File: config.mk
export PLATFORM = sky130hd
export DESIGN_NAME = usb_endpoint_transfer_sequencer_top
export DESIGN_NICKNAME = d
export VERILOG_FILES = /design/src/sv/uets_pkg.sv /design/src/sv/uets_in_stage.sv /design/src/sv/uets_seq.sv /design/src/sv/uets_out_stage.sv /design/src/sv/usb_endpoint_transfer_sequencer_top.sv
export SDC_FILE = /design/constraint.sdc
export NUM_CORES = 1
export LEC_CHECK = 0
export BUFFER_PORTS_ARGS = -buffer_cell sky130_fd_sc_hd__buf_2
export CAP_MARGIN = 25
export CORE_MARGIN = 5
export CORE_UTILIZATION = 55
export CTS_CLUSTER_DIAMETER = 200
export DETAILED_ROUTE_END_ITERATION = 6
export PLACE_DENSITY = 0.73
export SKIP_CTS_REPAIR_TIMING = 1
export SLEW_MARGIN = 25
export SYNTH_ARGS = -nofsm -noshare
export SYNTH_HDL_FRONTEND = slang
export SYNTH_SLANG_ARGS = --single-unit
File: constraint.sdc
create_clock -name i_clk -period 8.75 [get_ports i_clk]
set_input_delay 1.75 -clock i_clk [delete_from_list [all_inputs] [get_ports i_clk]]
set_output_delay 1.75 -clock i_clk [all_outputs]
set_load 0.01 [all_outputs]
File: src/sv/uets_pkg.sv
package uets_pkg;

    localparam int LEN_W            = 16;
    localparam int ARM_W            = 11;
    localparam int UNITS_W          = 5;
    localparam int UNIT_SHIFT       = 6;
    localparam int MAX_PACKET_UNITS = 16;
    localparam int CFG_IDX_W        = 1;
    localparam int CFG_DATA_W       = 5;

    localparam logic OP_START = 1'b0;
    localparam logic OP_DONE  = 1'b1;

    localparam logic [CFG_IDX_W-1:0] REG_DIRECTION_IN     = 1'd0;
    localparam logic [CFG_IDX_W-1:0] REG_MAX_PACKET_UNITS = 1'd1;

    typedef struct packed {
        logic             operation;
        logic [LEN_W-1:0] transfer_length;
        logic [ARM_W-1:0] received_length;
    } t_item;

    typedef struct packed {
        logic             arm_valid;
        logic [ARM_W-1:0] arm_length;
        logic             arm_pid;
        logic             arm_full;
        logic [LEN_W-1:0] copy_offset;
        logic [ARM_W-1:0] copy_length;
        logic             done_res;
        logic [LEN_W-1:0] done_length;
        logic             error;
    } t_result;

    function automatic logic [ARM_W-1:0] f_packet_bytes(input logic [UNITS_W-1:0] units);
        logic [UNITS_W-1:0] u;
        begin
            u = units;
            if (u == '0) begin
                u = UNITS_W'(1);
            end
            if (u > UNITS_W'(MAX_PACKET_UNITS)) begin
                u = UNITS_W'(MAX_PACKET_UNITS);
            end
            f_packet_bytes = ARM_W'({u, {UNIT_SHIFT{1'b0}}});
        end
    endfunction

    function automatic logic [ARM_W-1:0] f_chunk(input logic [LEN_W-1:0] left,
                                                 input logic [ARM_W-1:0] mps);
        begin
            if (left > LEN_W'(mps)) begin
                f_chunk = mps;
            end else begin
                f_chunk = ARM_W'(left);
            end
        end
    endfunction

endpackage

File: src/sv/uets_in_stage.sv
module uets_in_stage (
    input  logic           i_clk,
    input  logic           i_rst_n,
    input  logic           i_valid,
    output logic           o_ready,
    input  uets_pkg::t_item i_item,
    input  logic           i_take,
    output logic           o_valid,
    output uets_pkg::t_item o_item
);

    logic            r_valid;
    uets_pkg::t_item r_item;
    logic            n_valid;

    assign o_ready = !r_valid || i_take;
    assign o_valid = r_valid;
    assign o_item  = r_item;

    always_comb begin
        n_valid = r_valid;
        if (i_take) begin
            n_valid = 1'b0;
        end
        if (i_valid && o_ready) begin
            n_valid = 1'b1;
        end
    end

    always_ff @(posedge i_clk) begin
        if (!i_rst_n) begin
            r_valid <= 1'b0;
        end else begin
            r_valid <= n_valid;
        end
    end

    always_ff @(posedge i_clk) begin
        if (i_valid && o_ready) begin
            r_item <= i_item;
        end
    end

endmodule

File: src/sv/uets_seq.sv
module uets_seq (
    input  logic                                i_clk,
    input  logic                                i_rst_n,
    input  logic                                i_cfg_wr_en,
    input  logic [uets_pkg::CFG_IDX_W-1:0]      i_cfg_index,
    input  logic [uets_pkg::CFG_DATA_W-1:0]     i_cfg_wdata,
    input  logic                                i_take,
    input  uets_pkg::t_item                     i_item,
    output uets_pkg::t_result                   o_result
);

    logic                              r_direction_in;
    logic [uets_pkg::UNITS_W-1:0]      r_units;
    logic                              r_active;
    logic [uets_pkg::LEN_W-1:0]        r_remaining;
    logic [uets_pkg::LEN_W-1:0]        r_total;
    logic [uets_pkg::LEN_W-1:0]        r_offset;
    logic [uets_pkg::ARM_W-1:0]        r_armed;
    logic                              r_toggle;

    logic                              n_active;
    logic [uets_pkg::LEN_W-1:0]        n_remaining;
    logic [uets_pkg::LEN_W-1:0]        n_total;
    logic [uets_pkg::LEN_W-1:0]        n_offset;
    logic [uets_pkg::ARM_W-1:0]        n_armed;
    logic                              n_toggle;

    logic [uets_pkg::ARM_W-1:0]        mps;
    logic [uets_pkg::ARM_W-1:0]        cur;
    logic [uets_pkg::ARM_W-1:0]        rx;
    logic                              do_arm;
    uets_pkg::t_result                 res;

    assign mps = uets_pkg::f_packet_bytes(r_units);

    always_comb begin
        res         = '0;
        n_active    = r_active;
        n_remaining = r_remaining;
        n_total     = r_total;
        n_offset    = r_offset;
        n_armed     = r_armed;
        n_toggle    = r_toggle;
        cur         = '0;
        rx          = '0;
        do_arm      = 1'b0;
        if (i_item.operation == uets_pkg::OP_START) begin
            cur         = uets_pkg::f_chunk(i_item.transfer_length, mps);
            n_active    = 1'b1;
            n_total     = i_item.transfer_length;
            n_remaining = i_item.transfer_length;
            n_offset    = '0;
            if (r_direction_in && (cur != '0)) begin
                res.copy_length = cur;
                n_remaining     = i_item.transfer_length - uets_pkg::LEN_W'(cur);
                n_offset        = uets_pkg::LEN_W'(cur);
            end
            do_arm = 1'b1;
        end else if (!r_active) begin
            res.error = 1'b1;
        end else if (r_direction_in) begin
            if (r_remaining == '0) begin
                n_active        = 1'b0;
                res.done_res    = 1'b1;
                res.done_length = r_total;
            end else begin
                cur             = uets_pkg::f_chunk(r_remaining, mps);
                res.copy_offset = r_offset;
                res.copy_length = cur;
                n_remaining     = r_remaining - uets_pkg::LEN_W'(cur);
                n_offset        = r_offset + uets_pkg::LEN_W'(cur);
                do_arm          = 1'b1;
            end
        end else begin
            rx = i_item.received_length;
            if (rx > r_armed) begin
                rx = r_armed;
            end
            if (uets_pkg::LEN_W'(rx) > r_remaining) begin
                rx = r_remaining[uets_pkg::ARM_W-1:0];
            end
            if (rx != '0) begin
                res.copy_offset = r_offset;
                res.copy_length = rx;
            end
            n_remaining = r_remaining - uets_pkg::LEN_W'(rx);
            n_offset    = r_offset + uets_pkg::LEN_W'(rx);
            if ((n_remaining == '0) || (rx < r_armed)) begin
                n_active        = 1'b0;
                res.done_res    = 1'b1;
                res.done_length = r_total - n_remaining;
            end else begin
                cur    = uets_pkg::f_chunk(n_remaining, mps);
                do_arm = 1'b1;
            end
        end
        if (do_arm) begin
            n_armed        = cur;
            res.arm_valid  = 1'b1;
            res.arm_length = cur;
            res.arm_pid    = r_toggle;
            res.arm_full   = r_direction_in;
            n_toggle       = !r_toggle;
        end
    end

    assign o_result = res;

    always_ff @(posedge i_clk) begin
        if (!i_rst_n) begin
            r_direction_in <= 1'b1;
            r_units        <= uets_pkg::UNITS_W'(1);
        end else if (i_cfg_wr_en) begin
            case (i_cfg_index)
                uets_pkg::REG_DIRECTION_IN: begin
                    r_direction_in <= i_cfg_wdata[0];
                end
                uets_pkg::REG_MAX_PACKET_UNITS: begin
                    r_units <= i_cfg_wdata[uets_pkg::UNITS_W-1:0];
                end
                default: begin
                end
            endcase
        end
    end

    always_ff @(posedge i_clk) begin
        if (!i_rst_n) begin
            r_active    <= 1'b0;
            r_remaining <= '0;
            r_total     <= '0;
            r_offset    <= '0;
            r_armed     <= '0;
            r_toggle    <= 1'b0;
        end else if (i_take) begin
            r_active    <= n_active;
            r_remaining <= n_remaining;
            r_total     <= n_total;
            r_offset    <= n_offset;
            r_armed     <= n_armed;
            r_toggle    <= n_toggle;
        end
    end

endmodule

File: src/sv/uets_out_stage.sv
module uets_out_stage (
    input  logic              i_clk,
    input  logic              i_rst_n,
    input  logic              i_load,
    input  uets_pkg::t_result i_result,
    output logic              o_can_load,
    output logic              o_valid,
    input  logic              i_ready,
    output uets_pkg::t_result o_result
);

    logic              r_valid;
    uets_pkg::t_result r_result;

    assign o_can_load = !r_valid || i_ready;
    assign o_valid    = r_valid;
    assign o_result   = r_result;

    always_ff @(posedge i_clk) begin
        if (!i_rst_n) begin
            r_valid <= 1'b0;
        end else if (o_can_load) begin
            r_valid <= i_load;
        end
    end

    always_ff @(posedge i_clk) begin
        if (i_load && o_can_load) begin
            r_result <= i_result;
        end
    end

endmodule

File: src/sv/usb_endpoint_transfer_sequencer_top.sv
// usb endpoint transfer sequencer
// input channel: i_in_valid / o_in_ready with operation, transfer_length and
//   received_length; a start item arms the first packet, a buffer done item
//   advances the running transfer
// output channel: o_out_valid / i_out_ready, exactly one result item per input
//   item, in order
// config: i_cfg_wr_en with i_cfg_index (0 direction_in, 1 max_packet_units)
//   and i_cfg_wdata, taken at once; write only while no item is in flight
// latency: result valid 1 cycle after input accept (input register, then
//   result register loaded at the next edge); throughput 1 item per cycle, set
//   by the single compare-subtract step between the two registers
// stall: a held result keeps the output register; the input register still
//   takes one more item, then o_in_ready drops until the result is taken
// reset: synchronous active low; clears both valid flags, the transfer state
//   and the data toggle (DATA0), sets direction_in to 1 and max_packet_units
//   to 1
module usb_endpoint_transfer_sequencer_top (
    input  logic                                i_clk,
    input  logic                                i_rst_n,
    input  logic                                i_cfg_wr_en,
    input  logic [uets_pkg::CFG_IDX_W-1:0]      i_cfg_index,
    input  logic [uets_pkg::CFG_DATA_W-1:0]     i_cfg_wdata,
    input  logic                                i_in_valid,
    output logic                                o_in_ready,
    input  logic                                i_operation,
    input  logic [uets_pkg::LEN_W-1:0]          i_transfer_length,
    input  logic [uets_pkg::ARM_W-1:0]          i_received_length,
    output logic                                o_out_valid,
    input  logic                                i_out_ready,
    output logic                                o_arm_valid,
    output logic [uets_pkg::ARM_W-1:0]          o_arm_length,
    output logic                                o_arm_pid,
    output logic                                o_arm_full,
    output logic [uets_pkg::LEN_W-1:0]          o_copy_offset,
    output logic [uets_pkg::ARM_W-1:0]          o_copy_length,
    output logic                                o_done_res,
    output logic [uets_pkg::LEN_W-1:0]          o_done_length,
    output logic                                o_error
);

    uets_pkg::t_item   in_item;
    uets_pkg::t_item   held_item;
    uets_pkg::t_result seq_result;
    uets_pkg::t_result out_result;
    logic              held_valid;
    logic              can_load;
    logic              take;

    assign in_item.operation       = i_operation;
    assign in_item.transfer_length = i_transfer_length;
    assign in_item.received_length = i_received_length;

    assign take = held_valid && can_load;

    uets_in_stage u_in_stage (
        .i_clk   (i_clk),
        .i_rst_n (i_rst_n),
        .i_valid (i_in_valid),
        .o_ready (o_in_ready),
        .i_item  (in_item),
        .i_take  (take),
        .o_valid (held_valid),
        .o_item  (held_item)
    );

    uets_seq u_seq (
        .i_clk       (i_clk),
        .i_rst_n     (i_rst_n),
        .i_cfg_wr_en (i_cfg_wr_en),
        .i_cfg_index (i_cfg_index),
        .i_cfg_wdata (i_cfg_wdata),
        .i_take      (take),
        .i_item      (held_item),
        .o_result    (seq_result)
    );

    uets_out_stage u_out_stage (
        .i_clk      (i_clk),
        .i_rst_n    (i_rst_n),
        .i_load     (take),
        .i_result   (seq_result),
        .o_can_load (can_load),
        .o_valid    (o_out_valid),
        .i_ready    (i_out_ready),
        .o_result   (out_result)
    );

    assign o_arm_valid   = out_result.arm_valid;
    assign o_arm_length  = out_result.arm_length;
    assign o_arm_pid     = out_result.arm_pid;
    assign o_arm_full    = out_result.arm_full;
    assign o_copy_offset = out_result.copy_offset;
    assign o_copy_length = out_result.copy_length;
    assign o_done_res    = out_result.done_res;
    assign o_done_length = out_result.done_length;
    assign o_error       = out_result.error;

endmodule

==> impl_metrics.json, run 1 <==
{
  "crit_start": "u_in_stage.o_item[4]",
  "tns_ns": 0,
  "fin_crit_ns": 8.26,
  "p_total_mw": 3.68,
  "seqPwrFrac": 0.239,
  "wl_mm": 33.9,
  "rows": 52,
  "drt_first_pass_iters": 6,
  "hpwlAfterDp_mm": 25.1,
  "grt_pass1_vias": 9586,
  "grt_antenna_before_repair": 0,
  "cts_tree": "yes",
  "area_growth_pct": 12.6,
  "final_util": 0.625,
  "p_sw_mw": 1.64,
  "status": "finished, final reports clean",
  "netlist_instances": 1246,
  "htree_levels": 4,
  "antenna_left": 0,
  "criticalPathCategory": "flip-flop to flip-flop",
  "intPower_mw": 2.03,
  "grt_max_degree": 66,
  "drcViolationCount": 0,
  "clockPowerShare": 0.212,
  "irDropWorstVdd_v": 0.000151,
  "synth-seq-cells": 156,
  "slew_headroom": 0.421,
  "powerDensity_mw_per_mm2": 294,
  "pin_count": 100,
  "worst_pin_slew_ns": 0.861,
  "met3_length_mm": 2.54,
  "syn-cell-area_mm2": 0.0111,
  "post-place-ws_ns": 0.441,
  "via_per_inst": 6.22,
  "clock_latency_ns": 0.43,
  "setup_slack_ns": 0.492,
  "critical_path_required_ns": 9.03,
  "cts_root_buf": "clkbuf_16",
  "start_util": 0.555,
  "core_mm2": 0.0200,
  "final_area_mm2": 0.0125,
  "routed.top_layer": "met4",
  "whs_ns": 0.483,
  "nFillCells": 1769,
  "vias": 10005,
  "dp_cells": 1577,
  "die_x_um": 152,
  "cts_made_buffers": 17,
  "clock-sinks": 156,
  "synth_area_per_cell_um2": 8.92,
  "clk_pin_slew_ns": 0.07,
  "worstPathArrival_ns": 8.53,
  "ys_types": 91,
  "grt_overflow_total": 0,
  "multi_input_area_mm2": 0.00661,
  "netlist.area_leader.share": 0.235,
  "post_drt_wl_per_cell_um": 21.0,
  "seqCellArea_mm2": 0.00399,
  "synth_edf_count": 87,
  "hold_start": "u_seq.r_total[0]",
  "drt_iter0_drc": 1047,
  "die_h_um": 152,
  "r2r-start": "u_in_stage.o_item[4]",
  "max_freq_ghz": 0.121,
  "critPathSlowestCell": "mux2i_1",
  "synth_ff_type": "edfxtp_1",
  "min_path_type": "flip-flop to flip-flop",
  "gp_congestion": 0.967,
  "synth-seq-area-share": 0.359,
  "p_leak_nw": 5.24,
  "netSwitchingFraction": 0.447,
  "cp_max_fo": 10,
  "n_antenna_cell": 0,
  "layout.cells.non_filler": 1609,
  "period_share": 0.944,
  "clockBufferDepth": 2,
  "wl_met1_mm": 14.4,
  "async_reset_ff_frac": 0,
  "grt_use_total": 0.286,
  "ys_top_cells_by_area": "edfxtp_1 (24%), dfxtp_1 (12%), ha_1 (11%), nand2_1 (4.8%), a21oi_1 (3.6%)",
  "grt_setup_unrepaired": "false",
  "grt_pass1_wl_mm": 53.0,
  "place_area_mm2": 0.0119,
  "synth_warnings": 0,
  "fp.dieArea_mm2": 0.0232,
  "drv_slew": 0,
  "critPathMaxStageDelay_ns": 0.64,
  "startpoint_type": "flip-flop",
  "setup_viol": 0,
  "yosysTopAreaCell": "edfxtp_1",
  "power_frac_comb": 0.549,
  "endpoint_kind": "flip-flop",
  "fin_skew_ns": 0.0133,
  "layout-drive-gt1-share": 0.156,
  "hold_viol": 0,
  "final_nets": 1464,
  "wl_met2_mm": 15.3,
  "crit_path_frequent_cell": "ha_1",
  "drv_cap": 0,
  "io_buffers": 99
}
cell families (layout without fill, tap and decap cells):
group / count (synthesis) / after routing / share of synthesized area
flops: 156 / 156 / 0.359
other cells: 1 / 2 / 0.000337
simple gates: 412 / 412 / 0.182
xor+xnor: 32 / 32 / 0.0252
mux: 39 / 39 / 0.0370
buf+inv: 135 / 227 / 0.0491
fa+ha+maj: 99 / 99 / 0.113
compound gates: 372 / 372 / 0.233
sequential cells by signal, summed over array words and instances, names as in the netlist:
signal                cells
u_seq.r_toggle            1
u_seq.r_total            16
u_out_stage.o_result     59
u_seq.r_armed            11
u_seq.r_direction_in      1
u_in_stage.o_item        28
u_seq.r_active            1
u_seq.r_offset           16
u_seq.r_remaining        16
u_seq.r_units             5
u_out_stage.o_valid       1
u_in_stage.o_valid        1
critical path, delay by kind of cell (launching register included):
family	cells	cell delay (ns)
adder cells (fa/ha/maj)	4	1.44
AND/OR/NAND/NOR	4	0.63
multiplexers	3	1.22
flip-flops	1	0.42
XOR/XNOR	1	0.38
buffers and inverters	1	0.11
AO/OA/AOI/OAI	15	3.91
final timing paths:
kind                                            endpoint  slack, ns  depth (start not counted)
worst max-delay path            u_out_stage.o_result[56]       0.49                         28
worst min register to register          u_seq.r_total[0]       0.48                          2
worst max register to register  u_out_stage.o_result[56]       0.49                         28
worst min-delay path                    u_seq.r_total[0]       0.48                          2
power groups by stage:
stage	logic, mW	registers (mW)	clock network (mW)
finish	2.02	0.880	0.778
global placement	1.94	0.893	0
floorplan	1.43	0.877	0
global route	2.19	0.884	0.818
CTS	1.97	0.878	0.784
detailed placement	1.96	0.894	0
routing by layer:
metal,vias up,GRT usage
met5,-,0
met4,0,0.132
met3,83,0.0523
met2,450,0.456
met1,4706,0.380
li1,4766,-
cell usage in the layout, fill, tap and decap left out, drive strengths merged, types with 15 or more instances in the layout:
cell	n
dfxtp	69
clkbuf	17
inv	77
o21a	15
a21o	27
a21oi	80
nand2	142
mux2i	22
or3	18
nand3	25
nor2	84
mux2	17
o211ai	22
a21boi	33
ha	96
edfxtp	87
o21ai	73
xnor2	19
nand4	15
buf	124
nand2b	16
nor3	25
nor2b	21
cell type report:
| type | instances | area share |
|---|---|---|
| multi-input cells | 956 | 0.528 |
| flip-flops and latches | 156 | 0.319 |
| repair buffers | 124 | 0.0546 |
| clock buffers | 17 | 0.0340 |
| well taps | 270 | 0.0270 |
| inverters | 71 | 0.0214 |
| clock inverters | 15 | 0.0155 |
synth_stat cells, types with 7 or more instances:
cell	n
nand2_1	142
ha_1	96
edfxtp_1	87
nor2_1	84
a21oi_1	79
o21ai_0	71
dfxtp_1	69
inv_1	69
clkbuf_1	50
a21boi_0	33
a21o_1	27
nand3_1	25
nor3_1	24
mux2i_1	22
o211ai_1	22
nor2b_1	21
xnor2_1	19
or3_1	18
mux2_2	17
nand2b_1	16
nand4_1	15
o21a_1	15
a31oi_1	13
xor2_1	13
a22oi_1	11
and2_1	10
or2_2	10
and3_1	9
a221oi_1	8
nor3b_1	8
or4_1	8
o2111ai_1	7
o21bai_1	7
(Power assumes the default switching activity.)
==> run 2, diff against run 1 <==
--- a/config.mk
+++ b/config.mk
@@ -5,13 +5,14 @@
 export SDC_FILE = /design/constraint.sdc
 export NUM_CORES = 1
 export LEC_CHECK = 0
+export ABC_AREA = 1
 export BUFFER_PORTS_ARGS = -buffer_cell sky130_fd_sc_hd__buf_2
 export CAP_MARGIN = 25
 export CORE_MARGIN = 5
 export CORE_UTILIZATION = 55
 export CTS_CLUSTER_DIAMETER = 200
 export DETAILED_ROUTE_END_ITERATION = 6
-export PLACE_DENSITY = 0.73
+export PLACE_DENSITY = 0.75
 export SKIP_CTS_REPAIR_TIMING = 1
 export SLEW_MARGIN = 25
 export SYNTH_ARGS = -nofsm -noshare
==> run 2 against run 1 <==
Die area is 3.9% higher. Core utilization is 0.94 points lower. Total power fell by 21%. Global-route usage down 0.58 points. Largest power group unchanged. Hold slack got worse by 0.0049 ns. Highest routed layer unchanged. Critical path depth rose by 16. Fmax rose by 26%.
==> impl_metrics.json, run 2 <==
{
  "p_leak_nw": 6.09,
  "status": "finished, final reports clean",
  "final_cell_mix": "nand2_1 (355), inv_1 (196), a21oi_1 (135)",
  "htree_levels": 4,
  "reg2reg_depth": 44,
  "synth_ff_type": "edfxtp_1",
  "synth_warnings": 0,
  "synth-seq-area-share": 0.345,
  "grt_overflow_total": 0,
  "fp.dieArea_mm2": 0.0241,
  "setup_viol": 0,
  "irDropWorstVdd_v": 0.000133,
  "hold-path-cell-count": 2,
  "netlist_instances": 1565,
  "gp_congestion": 0.983,
  "grt_pass1_vias": 10191,
  "met3_length_mm": 2.48,
  "vias": 11028,
  "cts_root_buf": "clkbuf_16",
  "drv_slew": 0,
  "worst_pin_slew_ns": 0.681,
  "cts_made_buffers": 17,
  "critPathBufInv": 5,
  "grt_antenna_before_repair": 0,
  "hpwlAfterDp_mm": 25.9,
  "drcViolationCount": 0,
  "post-synth-top-count-cell": "nand2_1",
  "synth_edf_count": 87,
  "grt_max_degree": 61,
  "slew_headroom": 0.545,
  "critPathMaxStageDelay_ns": 0.45,
  "fin_crit_ns": 6.55,
  "seqCellArea_mm2": 0.00399,
  "layout-drive-gt1-share": 0.145,
  "endpoint_kind": "flip-flop",
  "ys_top_cells_by_area": "edfxtp_1 (23%), dfxtp_1 (12%), nand2_1 (12%), ha_1 (10%), inv_1 (6.4%)",
  "ys_types": 58,
  "final_nets": 1785,
  "final_common_cell": "nand2_1",
  "area_growth_pct": 10.9,
  "clock_latency_ns": 0.44,
  "wl_mm": 33.9,
  "setup_slack_ns": 2.20,
  "cp.depth": 44,
  "n_antenna_cell": 0,
  "largest_register_ffs": 59,
  "io_buffers": 99,
  "clockBufferDepth": 2,
  "synthTopCellsByCount": "nand2_1 (355), inv_1 (197), a21oi_1 (135)",
  "die_h_um": 155,
  "grt_pass1_wl_mm": 54.0,
  "startpoint_type": "flip-flop",
  "rows": 53,
  "yosysTopAreaCell": "edfxtp_1",
  "via_per_inst": 5.70,
  "clk_pin_slew_ns": 0.08,
  "wl_met2_mm": 15.4,
  "worstPathArrival_ns": 6.71,
  "final_util": 0.615,
  "crit_family": "simple AND/OR/NAND/NOR gates",
  "crit_path_frequent_cell": "nand2_1",
  "critical_path_required_ns": 8.91,
  "nFillCells": 1938,
  "multi_input_area_mm2": 0.00648,
  "core_mm2": 0.0209,
  "hold_viol": 0,
  "tns_ns": 0,
  "synth-seq-cells": 156,
  "die_x_um": 155,
  "grt_use_total": 0.280,
  "fin_skew_ns": 0.0115,
  "p_total_mw": 2.90,
  "drt_iter0_drc": 1131,
  "grt_setup_unrepaired": "false",
  "wl_met1_mm": 14.9,
  "pin_count": 100,
  "powerDensity_mw_per_mm2": 225,
  "max_freq_ghz": 0.153,
  "cp_max_fo": 21,
  "final_area_mm2": 0.0128,
  "post-place-ws_ns": 2.35,
  "start_util": 0.554,
  "async_reset_ff_frac": 0,
  "critPathSlowestCell": "edfxtp_1",
  "min_path_type": "flip-flop to flip-flop",
  "clock-sinks": 156,
  "period_share": 0.749,
  "place_area_mm2": 0.0122,
  "drt_first_pass_iters": 6,
  "post_drt_wl_per_cell_um": 17.5,
  "drv_cap": 0,
  "antenna_left": 0,
  "synth_area_per_cell_um2": 7.40,
  "routed.top_layer": "met4",
  "netlist.area_leader.share": 0.226,
  "criticalPathCategory": "flip-flop to flip-flop",
  "syn-cell-area_mm2": 0.0116,
  "cts_tree": "yes"
}
run 2: cell count changes after synthesis, sizes merged, moves of 18 or more:
| cell | before | now |
|---|---|---|
| nor2 | 84 | 134 |
| a21oi | 80 | 138 |
| nor2b | 21 | 0 |
| mux2i | 22 | 0 |
| nand2 | 142 | 376 |
| nand3 | 25 | 109 |
| o21ai | 73 | 126 |
| a21boi | 33 | 1 |
| or3 | 18 | 0 |
| a21o | 27 | 6 |
| inv | 70 | 223 |
| clkbuf | 50 | 25 |
run 2: kinds of logic after synthesis:
group                      count (synthesis)  share of synthesized area
buffers and inverters                    271                     0.0956
xor gates and xnor gates                  32                     0.0261
DFF                                      156                      0.345
AOI/OAI and AO/OA                        334                      0.163
adders and majority gates                 99                      0.109
and+or+nand+nor                          672                      0.261
other                                      1                   0.000324
run 2: area by class of cell:
type                            instances  share of cell area
Timing Repair Buffer                  108              0.0440
Clock inverter                         14              0.0127
Clock buffer                           18              0.0351
Tap cell                              275              0.0268
Inverter                              225              0.0659
Sequential cell                       156               0.311
Multi-Input combinational cell       1139               0.505
run 2: per-stage QoR:
stage / cells / hold WS, ns
floorplan: 1566 / 0.448
global placement: 1903 / 0.460
detailed placement: 1903 / 0.469
CTS: 1935 / 0.482
global route: 1935 / 0.508
finish: 1935 / 0.478
run 2: final timing paths:
path | from | end | slack [ns]
worst max register to register | u_in_stage.o_item[5] | u_out_stage.o_result[57] | 2.20
worst min register to register | u_seq.r_toggle | u_seq.r_toggle | 0.48
worst max-delay path | u_in_stage.o_item[5] | u_out_stage.o_result[57] | 2.20
worst min-delay path | u_seq.r_toggle | u_seq.r_toggle | 0.48
run 2: tightest hold or removal path: cells and delay by family, from the launching register on:
family / cells / cell delay, ns
AND/OR/NAND/NOR: 1 / 0.08
AO/OA/AOI/OAI: 1 / 0.05
flip-flops: 1 / 0.31
run 2: power breakdown:
part	leakage [nW]	internal, mW	switching, mW
combinational	4.39	0.410	0.850
sequential	1.40	0.814	0.0318
clock	0.305	0.426	0.362
total	6.09	1.65	1.24
run 2: per-layer routing:
layer / up-vias / GRT usage
li1: 5396 / -
met4: 0 / 0.0967
met2: 469 / 0.452
met5: - / 0
met3: 75 / 0.0350
met1: 5088 / 0.391
